File: src/design/rlp_pkg.sv
// ----------------------------------------------------------------------------
// rlp_pkg: shared types and constants for the request line parser
// Status and kind codes, the result layout and keyword lookup helpers.
// ----------------------------------------------------------------------------
package rlp_pkg;

  // Result status codes
  typedef enum logic [2:0] {
    ST_OK            = 3'd0,
    ST_MALFORMED     = 3'd1,
    ST_UNKNOWN_TYPE  = 3'd2,
    ST_MISSING_NAME  = 3'd3,
    ST_INVALID_NAME  = 3'd4,
    ST_MISSING_COUNT = 3'd5,
    ST_INVALID_COUNT = 3'd6
  } status_t;

  // Request kinds
  typedef enum logic [1:0] {
    KIND_NONE   = 2'd0,
    KIND_GET    = 2'd1,
    KIND_PUT    = 2'd2,
    KIND_HEALTH = 2'd3
  } kind_t;

  // Keyword slots in the match flags
  localparam int KW_GET    = 0;
  localparam int KW_PUT    = 1;
  localparam int KW_HEALTH = 2;
  localparam int NUM_KW    = 3;

  // ASCII codes used by the parser
  localparam logic [7:0] CH_SLASH  = 8'h2F;
  localparam logic [7:0] CH_DOT    = 8'h2E;
  localparam logic [7:0] CH_ZERO   = 8'h30;
  localparam logic [7:0] CH_NINE   = 8'h39;
  localparam logic [7:0] CH_LOW_A  = 8'h61;
  localparam logic [7:0] CH_LOW_Z  = 8'h7A;
  localparam logic [7:0] CH_SPACE  = 8'h20;
  localparam logic [7:0] CH_TAB    = 8'h09;
  localparam logic [7:0] CH_CR     = 8'h0D;
  localparam logic [7:0] CASE_DIFF = 8'h20;

  // Output beat layout, first field in the high bits
  typedef struct packed {
    logic [12:0] name_length;
    logic [11:0] name_offset;
    logic [63:0] byte_count;
    kind_t       request_kind;
    status_t     status;
  } result_t;

  localparam int RESULT_BITS = $bits(result_t);
  localparam int OUT_BYTES   = (RESULT_BITS + 7) / 8;
  localparam int OUT_BITS    = OUT_BYTES * 8;

  // Keyword length per slot
  function automatic logic [2:0] kw_len(input int k);
    logic [2:0] len;
    unique case (k)
      KW_GET:    len = 3'd3;
      KW_PUT:    len = 3'd3;
      default:   len = 3'd6;
    endcase
    return len;
  endfunction

  // Upper-case keyword letter at a given position
  function automatic logic [7:0] kw_char(input int k, input logic [2:0] idx);
    logic [7:0] ch;
    ch = 8'h00;
    unique case (k)
      KW_GET: begin
        unique case (idx)
          3'd0:    ch = 8'h47; // G
          3'd1:    ch = 8'h45; // E
          3'd2:    ch = 8'h54; // T
          default: ch = 8'h00;
        endcase
      end
      KW_PUT: begin
        unique case (idx)
          3'd0:    ch = 8'h50; // P
          3'd1:    ch = 8'h55; // U
          3'd2:    ch = 8'h54; // T
          default: ch = 8'h00;
        endcase
      end
      default: begin
        unique case (idx)
          3'd0:    ch = 8'h48; // H
          3'd1:    ch = 8'h45; // E
          3'd2:    ch = 8'h41; // A
          3'd3:    ch = 8'h4C; // L
          3'd4:    ch = 8'h54; // T
          3'd5:    ch = 8'h48; // H
          default: ch = 8'h00;
        endcase
      end
    endcase
    return ch;
  endfunction

  // Token separators: space, tab, LF, VT, FF, CR
  function automatic logic is_space(input logic [7:0] c);
    return (c == CH_SPACE) || (c >= CH_TAB && c <= CH_CR);
  endfunction

endpackage

File: src/design/request_line_parser_top.sv
// ----------------------------------------------------------------------------
// request_line_parser_top: byte-serial request line parser
// Splits a line into tokens, matches the keyword, checks the filename and
// accumulates the decimal count; emits one result beat per line end.
// ----------------------------------------------------------------------------
// A line-end beat passes from the input register to the result register on
//   m_axis and waits while an untaken result is held. Throughput: one input beat
//   per cycle but while a line-end beat waits; the per-byte update including the
//   times-ten count step fits in the single stage between the two registers.
// Reset: rst (synchronous) empties both registers and restores parser state;
//   parser state also returns to its reset value after every line end.
module request_line_parser_top
  import rlp_pkg::*;
#(
  parameter int MAX_LINE_BYTES = 4096
) (
  input  logic                clk,
  input  logic                rst,
  input  logic                s_axis_tvalid,
  output logic                s_axis_tready,
  input  logic [7:0]          s_axis_tdata,  // [7:0] char_byte
  input  logic                s_axis_tuser,  // [0] byte_present
  input  logic                s_axis_tlast,  // line_end
  output logic                m_axis_tvalid,
  input  logic                m_axis_tready,
  // [2:0] status, [4:3] request_kind, [68:5] byte_count,
  // [80:69] name_offset, [93:81] name_length, upper bits zero
  output logic [OUT_BITS-1:0] m_axis_tdata
);

  localparam int PW = $clog2(MAX_LINE_BYTES + 1); // line position / lengths
  localparam int SW = (MAX_LINE_BYTES > 1) ? $clog2(MAX_LINE_BYTES) : 1;
  localparam logic [PW-1:0] MAX_POS = PW'(MAX_LINE_BYTES);

  // Input register
  logic       s1_valid;
  logic [7:0] s1_byte;
  logic       s1_present;
  logic       s1_end;
  logic       proc;

  // Parser state
  logic [PW-1:0]     line_position,        line_position_next;
  logic [2:0]        token_number,         token_number_next;
  logic              inside_token,         inside_token_next;
  logic [PW-1:0]     current_token_length, current_token_length_next;
  logic [NUM_KW-1:0] keyword_match_flags,  keyword_match_flags_next;
  logic              name_slash,           name_slash_next;
  logic              name_dots,            name_dots_next;
  logic [SW-1:0]     name_start_reg,       name_start_reg_next;
  logic [PW-1:0]     name_len_reg,         name_len_reg_next;
  logic [63:0]       count_accumulator,    count_accumulator_next;
  logic              count_nondigit,       count_nondigit_next;
  logic              count_overflow,       count_overflow_next;

  // Result register
  logic    out_valid;
  result_t out_res;
  result_t res;

  // Handshake: a line-end beat waits while the result register is held
  assign proc          = s1_valid && (!s1_end || !out_valid || m_axis_tready);
  assign s_axis_tready = !s1_valid || proc;
  assign m_axis_tvalid = out_valid;
  assign m_axis_tdata  = OUT_BITS'(out_res);

  // Input register
  always_ff @(posedge clk) begin
    if (rst) begin
      s1_valid <= 1'b0;
    end else if (s_axis_tready) begin
      s1_valid <= s_axis_tvalid;
    end
    if (s_axis_tready && s_axis_tvalid) begin
      s1_byte    <= s_axis_tdata;
      s1_present <= s_axis_tuser;
      s1_end     <= s_axis_tlast;
    end
  end

  // Per-byte update, line-end close and result evaluation
  always_comb begin
    logic [PW-1:0]     v_pos;
    logic [2:0]        v_tok;
    logic              v_in;
    logic [PW-1:0]     v_len;
    logic [NUM_KW-1:0] v_kw;
    logic              v_slash;
    logic              v_dots;
    logic [SW-1:0]     v_start;
    logic [PW-1:0]     v_nlen;
    logic [63:0]       v_acc;
    logic              v_nd;
    logic              v_ov;
    logic [7:0]        up;
    logic [67:0]       acc10;
    kind_t             kind;
    status_t           status;
    logic [63:0]       count;

    v_pos   = line_position;
    v_tok   = token_number;
    v_in    = inside_token;
    v_len   = current_token_length;
    v_kw    = keyword_match_flags;
    v_slash = name_slash;
    v_dots  = name_dots;
    v_start = name_start_reg;
    v_nlen  = name_len_reg;
    v_acc   = count_accumulator;
    v_nd    = count_nondigit;
    v_ov    = count_overflow;
    up      = ((s1_byte >= CH_LOW_A) && (s1_byte <= CH_LOW_Z)) ?
              (s1_byte - CASE_DIFF) : s1_byte;
    acc10   = ({4'b0, count_accumulator} << 3) + ({4'b0, count_accumulator} << 1)
              + 68'(s1_byte - CH_ZERO);

    // Byte handling, ignored past the line limit
    if (s1_present && (line_position < MAX_POS)) begin
      if (is_space(s1_byte)) begin
        // close the open token
        if (v_in) begin
          if (v_tok == 3'd1) begin
            for (int k = 0; k < NUM_KW; k++) begin
              if (v_len != PW'(kw_len(k))) v_kw[k] = 1'b0;
            end
          end else if (v_tok == 3'd2) begin
            v_nlen = v_len;
          end
          v_in = 1'b0;
        end
      end else begin
        // open a new token
        if (!v_in) begin
          v_in  = 1'b1;
          v_len = '0;
          if (v_tok < 3'd4) v_tok = v_tok + 3'd1;
          if (v_tok == 3'd2) begin
            v_start = SW'(line_position);
            v_dots  = 1'b1;
          end else if (v_tok == 3'd3) begin
            v_acc = '0;
            v_nd  = 1'b0;
            v_ov  = 1'b0;
          end
        end
        // character of the current token
        if (v_tok == 3'd1) begin
          for (int k = 0; k < NUM_KW; k++) begin
            if ((v_len >= PW'(kw_len(k))) || (kw_char(k, v_len[2:0]) != up))
              v_kw[k] = 1'b0;
          end
        end else if (v_tok == 3'd2) begin
          if (s1_byte == CH_SLASH) v_slash = 1'b1;
          if (s1_byte != CH_DOT) v_dots = 1'b0;
        end else if (v_tok == 3'd3) begin
          if ((s1_byte >= CH_ZERO) && (s1_byte <= CH_NINE)) begin
            // a fresh token starts from zero, so the step value is the digit
            if (!inside_token) begin
              v_acc = 64'(s1_byte - CH_ZERO);
            end else if (acc10[67:64] != 4'd0) begin
              v_ov = 1'b1;
            end else begin
              v_acc = acc10[63:0];
            end
          end else begin
            v_nd = 1'b1;
          end
        end
        v_len = v_len + PW'(1);
      end
      v_pos = v_pos + PW'(1);
    end

    // Line end: close the last token
    if (s1_end && v_in) begin
      if (v_tok == 3'd1) begin
        for (int k = 0; k < NUM_KW; k++) begin
          if (v_len != PW'(kw_len(k))) v_kw[k] = 1'b0;
        end
      end else if (v_tok == 3'd2) begin
        v_nlen = v_len;
      end
    end

    // Keyword priority
    priority if (v_kw[KW_GET])    kind = KIND_GET;
    else if (v_kw[KW_PUT])        kind = KIND_PUT;
    else if (v_kw[KW_HEALTH])     kind = KIND_HEALTH;
    else                          kind = KIND_NONE;

    // Error checks in order
    count = '0;
    priority if (v_tok == 3'd0) begin
      status = ST_MALFORMED;
      kind   = KIND_NONE;
    end else if (kind == KIND_NONE) begin
      status = ST_UNKNOWN_TYPE;
    end else if ((kind == KIND_GET || kind == KIND_PUT) && v_tok < 3'd2) begin
      status = ST_MISSING_NAME;
    end else if ((kind == KIND_GET || kind == KIND_PUT) &&
                 (v_slash || (v_dots && v_nlen <= PW'(2)))) begin
      status = ST_INVALID_NAME;
    end else if (kind == KIND_GET) begin
      status = (v_tok >= 3'd3) ? ST_MALFORMED : ST_OK;
    end else if (kind == KIND_PUT) begin
      priority if (v_tok < 3'd3)  status = ST_MISSING_COUNT;
      else if (v_nd || v_ov)      status = ST_INVALID_COUNT;
      else if (v_tok >= 3'd4)     status = ST_MALFORMED;
      else begin
        status = ST_OK;
        count  = v_acc;
      end
    end else begin
      status = (v_tok >= 3'd2) ? ST_MALFORMED : ST_OK;
    end

    res.status       = status;
    res.request_kind = kind;
    res.byte_count   = count;
    res.name_offset  = (v_tok >= 3'd2) ? 12'(v_start) : 12'd0;
    res.name_length  = (v_tok >= 3'd2) ? 13'(v_nlen) : 13'd0;

    // Next state: back to reset values after a line end
    if (s1_end) begin
      line_position_next        = '0;
      token_number_next         = '0;
      inside_token_next         = 1'b0;
      current_token_length_next = '0;
      keyword_match_flags_next  = '1;
      name_slash_next           = 1'b0;
      name_dots_next            = 1'b0;
      name_start_reg_next       = '0;
      name_len_reg_next         = '0;
      count_accumulator_next    = '0;
      count_nondigit_next       = 1'b0;
      count_overflow_next       = 1'b0;
    end else begin
      line_position_next        = v_pos;
      token_number_next         = v_tok;
      inside_token_next         = v_in;
      current_token_length_next = v_len;
      keyword_match_flags_next  = v_kw;
      name_slash_next           = v_slash;
      name_dots_next            = v_dots;
      name_start_reg_next       = v_start;
      name_len_reg_next         = v_nlen;
      count_accumulator_next    = v_acc;
      count_nondigit_next       = v_nd;
      count_overflow_next       = v_ov;
    end
  end

  // Parser state registers
  always_ff @(posedge clk) begin
    if (rst) begin
      line_position        <= '0;
      token_number         <= '0;
      inside_token         <= 1'b0;
      current_token_length <= '0;
      keyword_match_flags  <= '1;
      name_slash           <= 1'b0;
      name_dots            <= 1'b0;
      name_start_reg       <= '0;
      name_len_reg         <= '0;
      count_accumulator    <= '0;
      count_nondigit       <= 1'b0;
      count_overflow       <= 1'b0;
    end else if (proc) begin
      line_position        <= line_position_next;
      token_number         <= token_number_next;
      inside_token         <= inside_token_next;
      current_token_length <= current_token_length_next;
      keyword_match_flags  <= keyword_match_flags_next;
      name_slash           <= name_slash_next;
      name_dots            <= name_dots_next;
      name_start_reg       <= name_start_reg_next;
      name_len_reg         <= name_len_reg_next;
      count_accumulator    <= count_accumulator_next;
      count_nondigit       <= count_nondigit_next;
      count_overflow       <= count_overflow_next;
    end
  end

  // Result register
  always_ff @(posedge clk) begin
    if (rst) begin
      out_valid <= 1'b0;
    end else if (proc && s1_end) begin
      out_valid <= 1'b1;
    end else if (m_axis_tready) begin
      out_valid <= 1'b0;
    end
    if (proc && s1_end) begin
      out_res <= res;
    end
  end

  // Token count saturates at four
  a_tok_range: assert property (@(posedge clk) disable iff (rst)
    token_number <= 3'd4)
    else $error("token counter out of range");

  // Line position never passes the limit
  a_pos_range: assert property (@(posedge clk) disable iff (rst)
    line_position <= MAX_POS)
    else $error("line position past limit");

  // An open token implies at least one token started
  a_inside_tok: assert property (@(posedge clk) disable iff (rst)
    inside_token |-> (token_number != 3'd0))
    else $error("open token with zero token count");

  // State is cleared after each line end
  a_line_clear: assert property (@(posedge clk) disable iff (rst)
    (proc && s1_end) |=> (token_number == 3'd0 && line_position == '0 && !inside_token))
    else $error("state not cleared after line end");

  // Count only reported on a good put
  a_count_zero: assert property (@(posedge clk) disable iff (rst)
    (out_valid && (out_res.status != ST_OK || out_res.request_kind != KIND_PUT))
      |-> (out_res.byte_count == 64'd0))
    else $error("byte count on non-put or failed result");

endmodule

File: config.mk
export PLATFORM = sky130hd
export DESIGN_NAME = request_line_parser_top
export DESIGN_NICKNAME = d
export VERILOG_FILES = /design/src/design/rlp_pkg.sv /design/src/design/request_line_parser_top.sv
export SDC_FILE = /design/constraint.sdc
export NUM_CORES = 1
export LEC_CHECK = 0
export ABC_AREA = 1
export BUFFER_PORTS_ARGS = -buffer_cell sky130_fd_sc_hd__buf_2
export CORE_MARGIN = 5
export CORE_UTILIZATION = 42
export CTS_BUF_LIST = sky130_fd_sc_hd__clkbuf_16
export DETAILED_ROUTE_END_ITERATION = 10
export GPL_ROUTABILITY_DRIVEN = 0
export GPL_TIMING_DRIVEN = 0
export SLEW_MARGIN = 10
export SYNTH_ARGS = -nofsm -noshare
export SYNTH_HDL_FRONTEND = slang
export SYNTH_SLANG_ARGS = --single-unit
File: constraint.sdc
create_clock -name clk -period 13.35 [get_ports clk]
set_input_delay 1.335 -clock clk [delete_from_list [all_inputs] [get_ports clk]]
set_output_delay 1.335 -clock clk [all_outputs]
set_load 0.05 [all_outputs]
==> flow_results.org <==
** Outcome
- Outcome :: completed

** Timing
- The smallest clock period supported by the final layout is computed as between 6 and 7 ns.
- The count of final hold-check violations is 0.
- Worst slew margin relative to its limit :: around 20%
- The final count of pins violating max slew came to 0.
- Post-route clock period utilization :: 49.5%
- Setup violations remaining at the end of the flow were counted as 0.
- Maximum clock frequency :: 151 MHz
- Pin slew with the least headroom to its limit :: 1.19 ns
- Post-Route Skew :: 0.0176 ns
- Summed over all failing endpoints, the final setup total negative slack is 0 ns.
- Setup repair after global routing missed its margin :: no

** Critical path
- At the worst endpoint, the required time is 13.66 ns.
- Buffers plus inverters on the worst setup path :: 7
- Reg-to-reg endpoint :: m_axis_tdata[68]
- Measured in cells, the most critical reg-to-reg path has a length of 29.
- Kind of critical path :: flop to flop
- The worst register-to-register path begins at s1_byte[4].
- Biggest cell delay along the critical path :: 0.64 ns
- Critical path depth :: 29
- STA classifies the critical path endpoint as a flop.
- Kind of start point of the critical path :: flop
- The worst register-to-register path has a setup slack of approximately 6.7 ns.
- The most numerous cell type found on the critical path is sky130_fd_sc_hd__nand2_1.
- Critical path arrival :: 6.91 ns
- Cell family with most CP delay :: simple AND/OR/NAND/NOR gates
- The slowest stage of the critical path is the sky130_fd_sc_hd__nor2_4 cell.
- Maximum fanout encountered on the critical timing path :: 20

** Detailed routing
- Using the TritonRoute via totals, the vias-per-cell ratio works out to ~5.3.
- DRC errors left :: 0
- The detailed router finished its first iteration with 1696 violations.
- After detailed routing, the average wire length per cell comes to 17.0 um.
- Routed via count :: ~21k
- DRT Pass-1 Iters :: 6
- The routed design has 66100 um of wire.
- Remaining antenna violation count :: 0

** Power
- The worst-case IR drop observed on VDD is between 0.06 and 0.07 mV.
- Post-layout power :: around 1800 uW
- In this run the static leakage power is about 0.010 uW.
- Power Dens Cells :: 79.4 nW/um2

** Clocking
- The clock drives ~230 sinks.
- CTS resizes :: 0
- The clock passes through at most 3 buffers.
- TritonCTS built the clock tree.
- Number of clock buffers inserted by TritonCTS :: 28
- After clock tree synthesis, the flow added hold-fix buffers numbering 0.
- Maximum level of the CTS H-tree :: 1
- Number of buffers inserted to repair setup after CTS :: 0
- The later pin in the worst-skew pair is clocked with a latency of 0.56 ns.
- Clock transition at the register clock pins on the worst setup and hold paths after CTS :: 0.06 ns
- CTS root buf :: sky130_fd_sc_hd__clkbuf_16

** Yosys
- In the synthesized netlist the dominant register cell turns out to be sky130_fd_sc_hd__dfxtp_1.
- Of all flip-flops after synthesis, the portion carrying an async set or reset was 0%.
- Commonest cells post-synth :: 1120 x sky130_fd_sc_hd__nand2_1, 385 x sky130_fd_sc_hd__inv_1, 294 x sky130_fd_sc_hd__a21oi_1
- Library cell with the highest instance count after synthesis :: sky130_fd_sc_hd__nand2_1
- During synthesis, Yosys emitted a total of 0 warnings.
- Mean Syn Cell Area :: 6.47 um2
- Of the synthesized area, sequential elements account for 28.3%.
- In this run, synthesis inferred 104 flip-flops with an integrated enable.
- Number of instances in the synthesized netlist :: approximately 3.1k
- The share of synthesized area in the top cell type comes to 20.9%.
- Number of synthesized register bits :: ~230
- The biggest area contributor in the post-synthesis netlist is sky130_fd_sc_hd__nand2_1.
- Yosys mapped the design onto slightly above 50 distinct sky130hd cell types.
- Most area-consuming cells after synthesis :: sky130_fd_sc_hd__nand2_1 21%, sky130_fd_sc_hd__edfxtp_1 16%, sky130_fd_sc_hd__dfxtp_1 13%, sky130_fd_sc_hd__a21oi_1 7.3%, sky130_fd_sc_hd__inv_1 7.2%
- The cell area that synthesis handed to floorplanning was 20100 um2.

** Global routing
- Global routing finished with a remaining overflow of 0.
- The first global-routing pass estimated 104000 um of wire.
- Initial antenna violation count :: 0
- Number of global-route vias before repair :: around 20k
- Largest net degree at the start of global routing :: 59
- GRT Util Overall :: 24.2%

** Worst hold path
- Counting instances, the worst hold path has a depth of 2.
- Hold Crit Endpoint :: name_len_reg[6]
- The path class of the tightest hold or removal check is flop to flop.
- Beginning of the worst hold path :: name_len_reg[6]

** Finish
- Final nets :: 3409
- The register with the most flip-flops in the layout has 94 of them.
- Fill cells in the final layout number between 4k and 5k.
- In the final layout, the share of cells above drive strength 1 is under 10%.
- Area of all sequential standard cells :: 5690 um2
- Relative to the synthesized area, the layout overhead comes to 11.7%.
- The multi-input combinational cells in the finished layout cover a total of 12400 um2.
- The number of antenna diodes in the final layout is 0.
- Final core utilization :: 47.2%

** Die
- approximately 110 I/O pins were placed.
- The floorplan step set the die width to 229 um.
- For this configuration, the core starts out at a cell density of 42.2%.
- Core region area :: approximately 48000 um2
- Number of rows in the core area :: 80
- Die outline height :: 229 um
- DIE AREA :: 52300 um2

** Run
- Max-cap violations in this run came to 0.

** Place
- # port buffers :: approximately 110
- Post-detail-place hpwl :: 53300 um
worst register-to-register path: cells and delay by family (launching register included):
family                   cells  cell delay, ns
AND/OR/NAND/NOR             17            2.90
AO/OA/AOI/OAI                2            0.36
adder cells (fa/ha/maj)      3            1.22
flip-flops                   1            0.57
buffers and inverters        7            1.32
metrics by stage:
step / hold WS [ns] / worst slack [ns] / cell area, um2 / std cells
finish: 0.466 / 6.75 / 22400 / 3885
CTS: 0.468 / 6.86 / 22400 / 3885
global placement: 0.453 / 2.90 / 21400 / 3830
floorplan: 0.432 / 5.89 / 20100 / 3106
global route: 0.489 / 6.39 / 22400 / 3885
detailed placement: 0.458 / 6.89 / 21500 / 3833
area by class of cell:
cell class,instances,share of cell area (%)
Inverter,393,6.59
Clock inverter,22,0.826
Buffer,122,2.53
Sequential cell,232,25.4
Clock buffer,30,3.35
Multi-Input combinational cell,2359,55.1
Timing Repair Buffer,112,2.77
Tap cell,615,3.43
routing by layer:
layer / wire length [um] / track usage (%) / vias up
li1: - / - / 10200
met1: 28200 / 31.1 / 9531
met2: 30200 / 40.6 / 703
met3: 4790 / 3.91 / 175
met4: 2920 / 10.2 / 0
met5: 0 / 0 / -
worst max-delay path by stage:
stage,startpoint,to
floorplan,s1_byte[4],m_axis_tdata[68]
global placement,s1_byte[4],m_axis_tdata[68]
detailed placement,s1_byte[4],m_axis_tdata[68]
CTS,s1_byte[4],m_axis_tdata[68]
global route,s1_byte[4],m_axis_tdata[45]
finish,s1_byte[4],m_axis_tdata[68]
cell families after synthesis:
group	share of synthesized area [%]
flops	28.3
compound gates	12.6
buf+inv	10.2
simple gates	35.3
xor+xnor	2.09
fa+ha+maj	11.5
other cells	0.0187
cells in the final DEF, fill, tap and decap left out, types with 13 or more instances in the layout:
cell	instances
sky130_fd_sc_hd__fa_1	63
sky130_fd_sc_hd__nand3b_1	18
sky130_fd_sc_hd__a21oi_1	294
sky130_fd_sc_hd__clkbuf_16	30
sky130_fd_sc_hd__dfxtp_1	128
sky130_fd_sc_hd__xnor2_1	33
sky130_fd_sc_hd__nor3_1	24
sky130_fd_sc_hd__buf_2	121
sky130_fd_sc_hd__o21ai_1	20
sky130_fd_sc_hd__inv_1	388
sky130_fd_sc_hd__nor2_2	66
sky130_fd_sc_hd__nand4_1	65
sky130_fd_sc_hd__o21ai_0	102
sky130_fd_sc_hd__o21bai_1	16
sky130_fd_sc_hd__nand3_1	128
sky130_fd_sc_hd__edfxtp_1	104
sky130_fd_sc_hd__clkbuf_1	87
sky130_fd_sc_hd__xor2_1	15
sky130_fd_sc_hd__o22ai_1	13
sky130_fd_sc_hd__nor2_1	220
sky130_fd_sc_hd__nand2_1	1120
sky130_fd_sc_hd__ha_1	84
power breakdown:
| group | internal (uW) | switching, uW | leakage [uW] |
|---|---|---|---|
| combinational | 65.2 | 182 | 0.00741 |
| clock | 462 | 315 | 0.000469 |
| sequential | 749 | 6.69 | 0.00209 |
(Power assumes the default switching activity.)
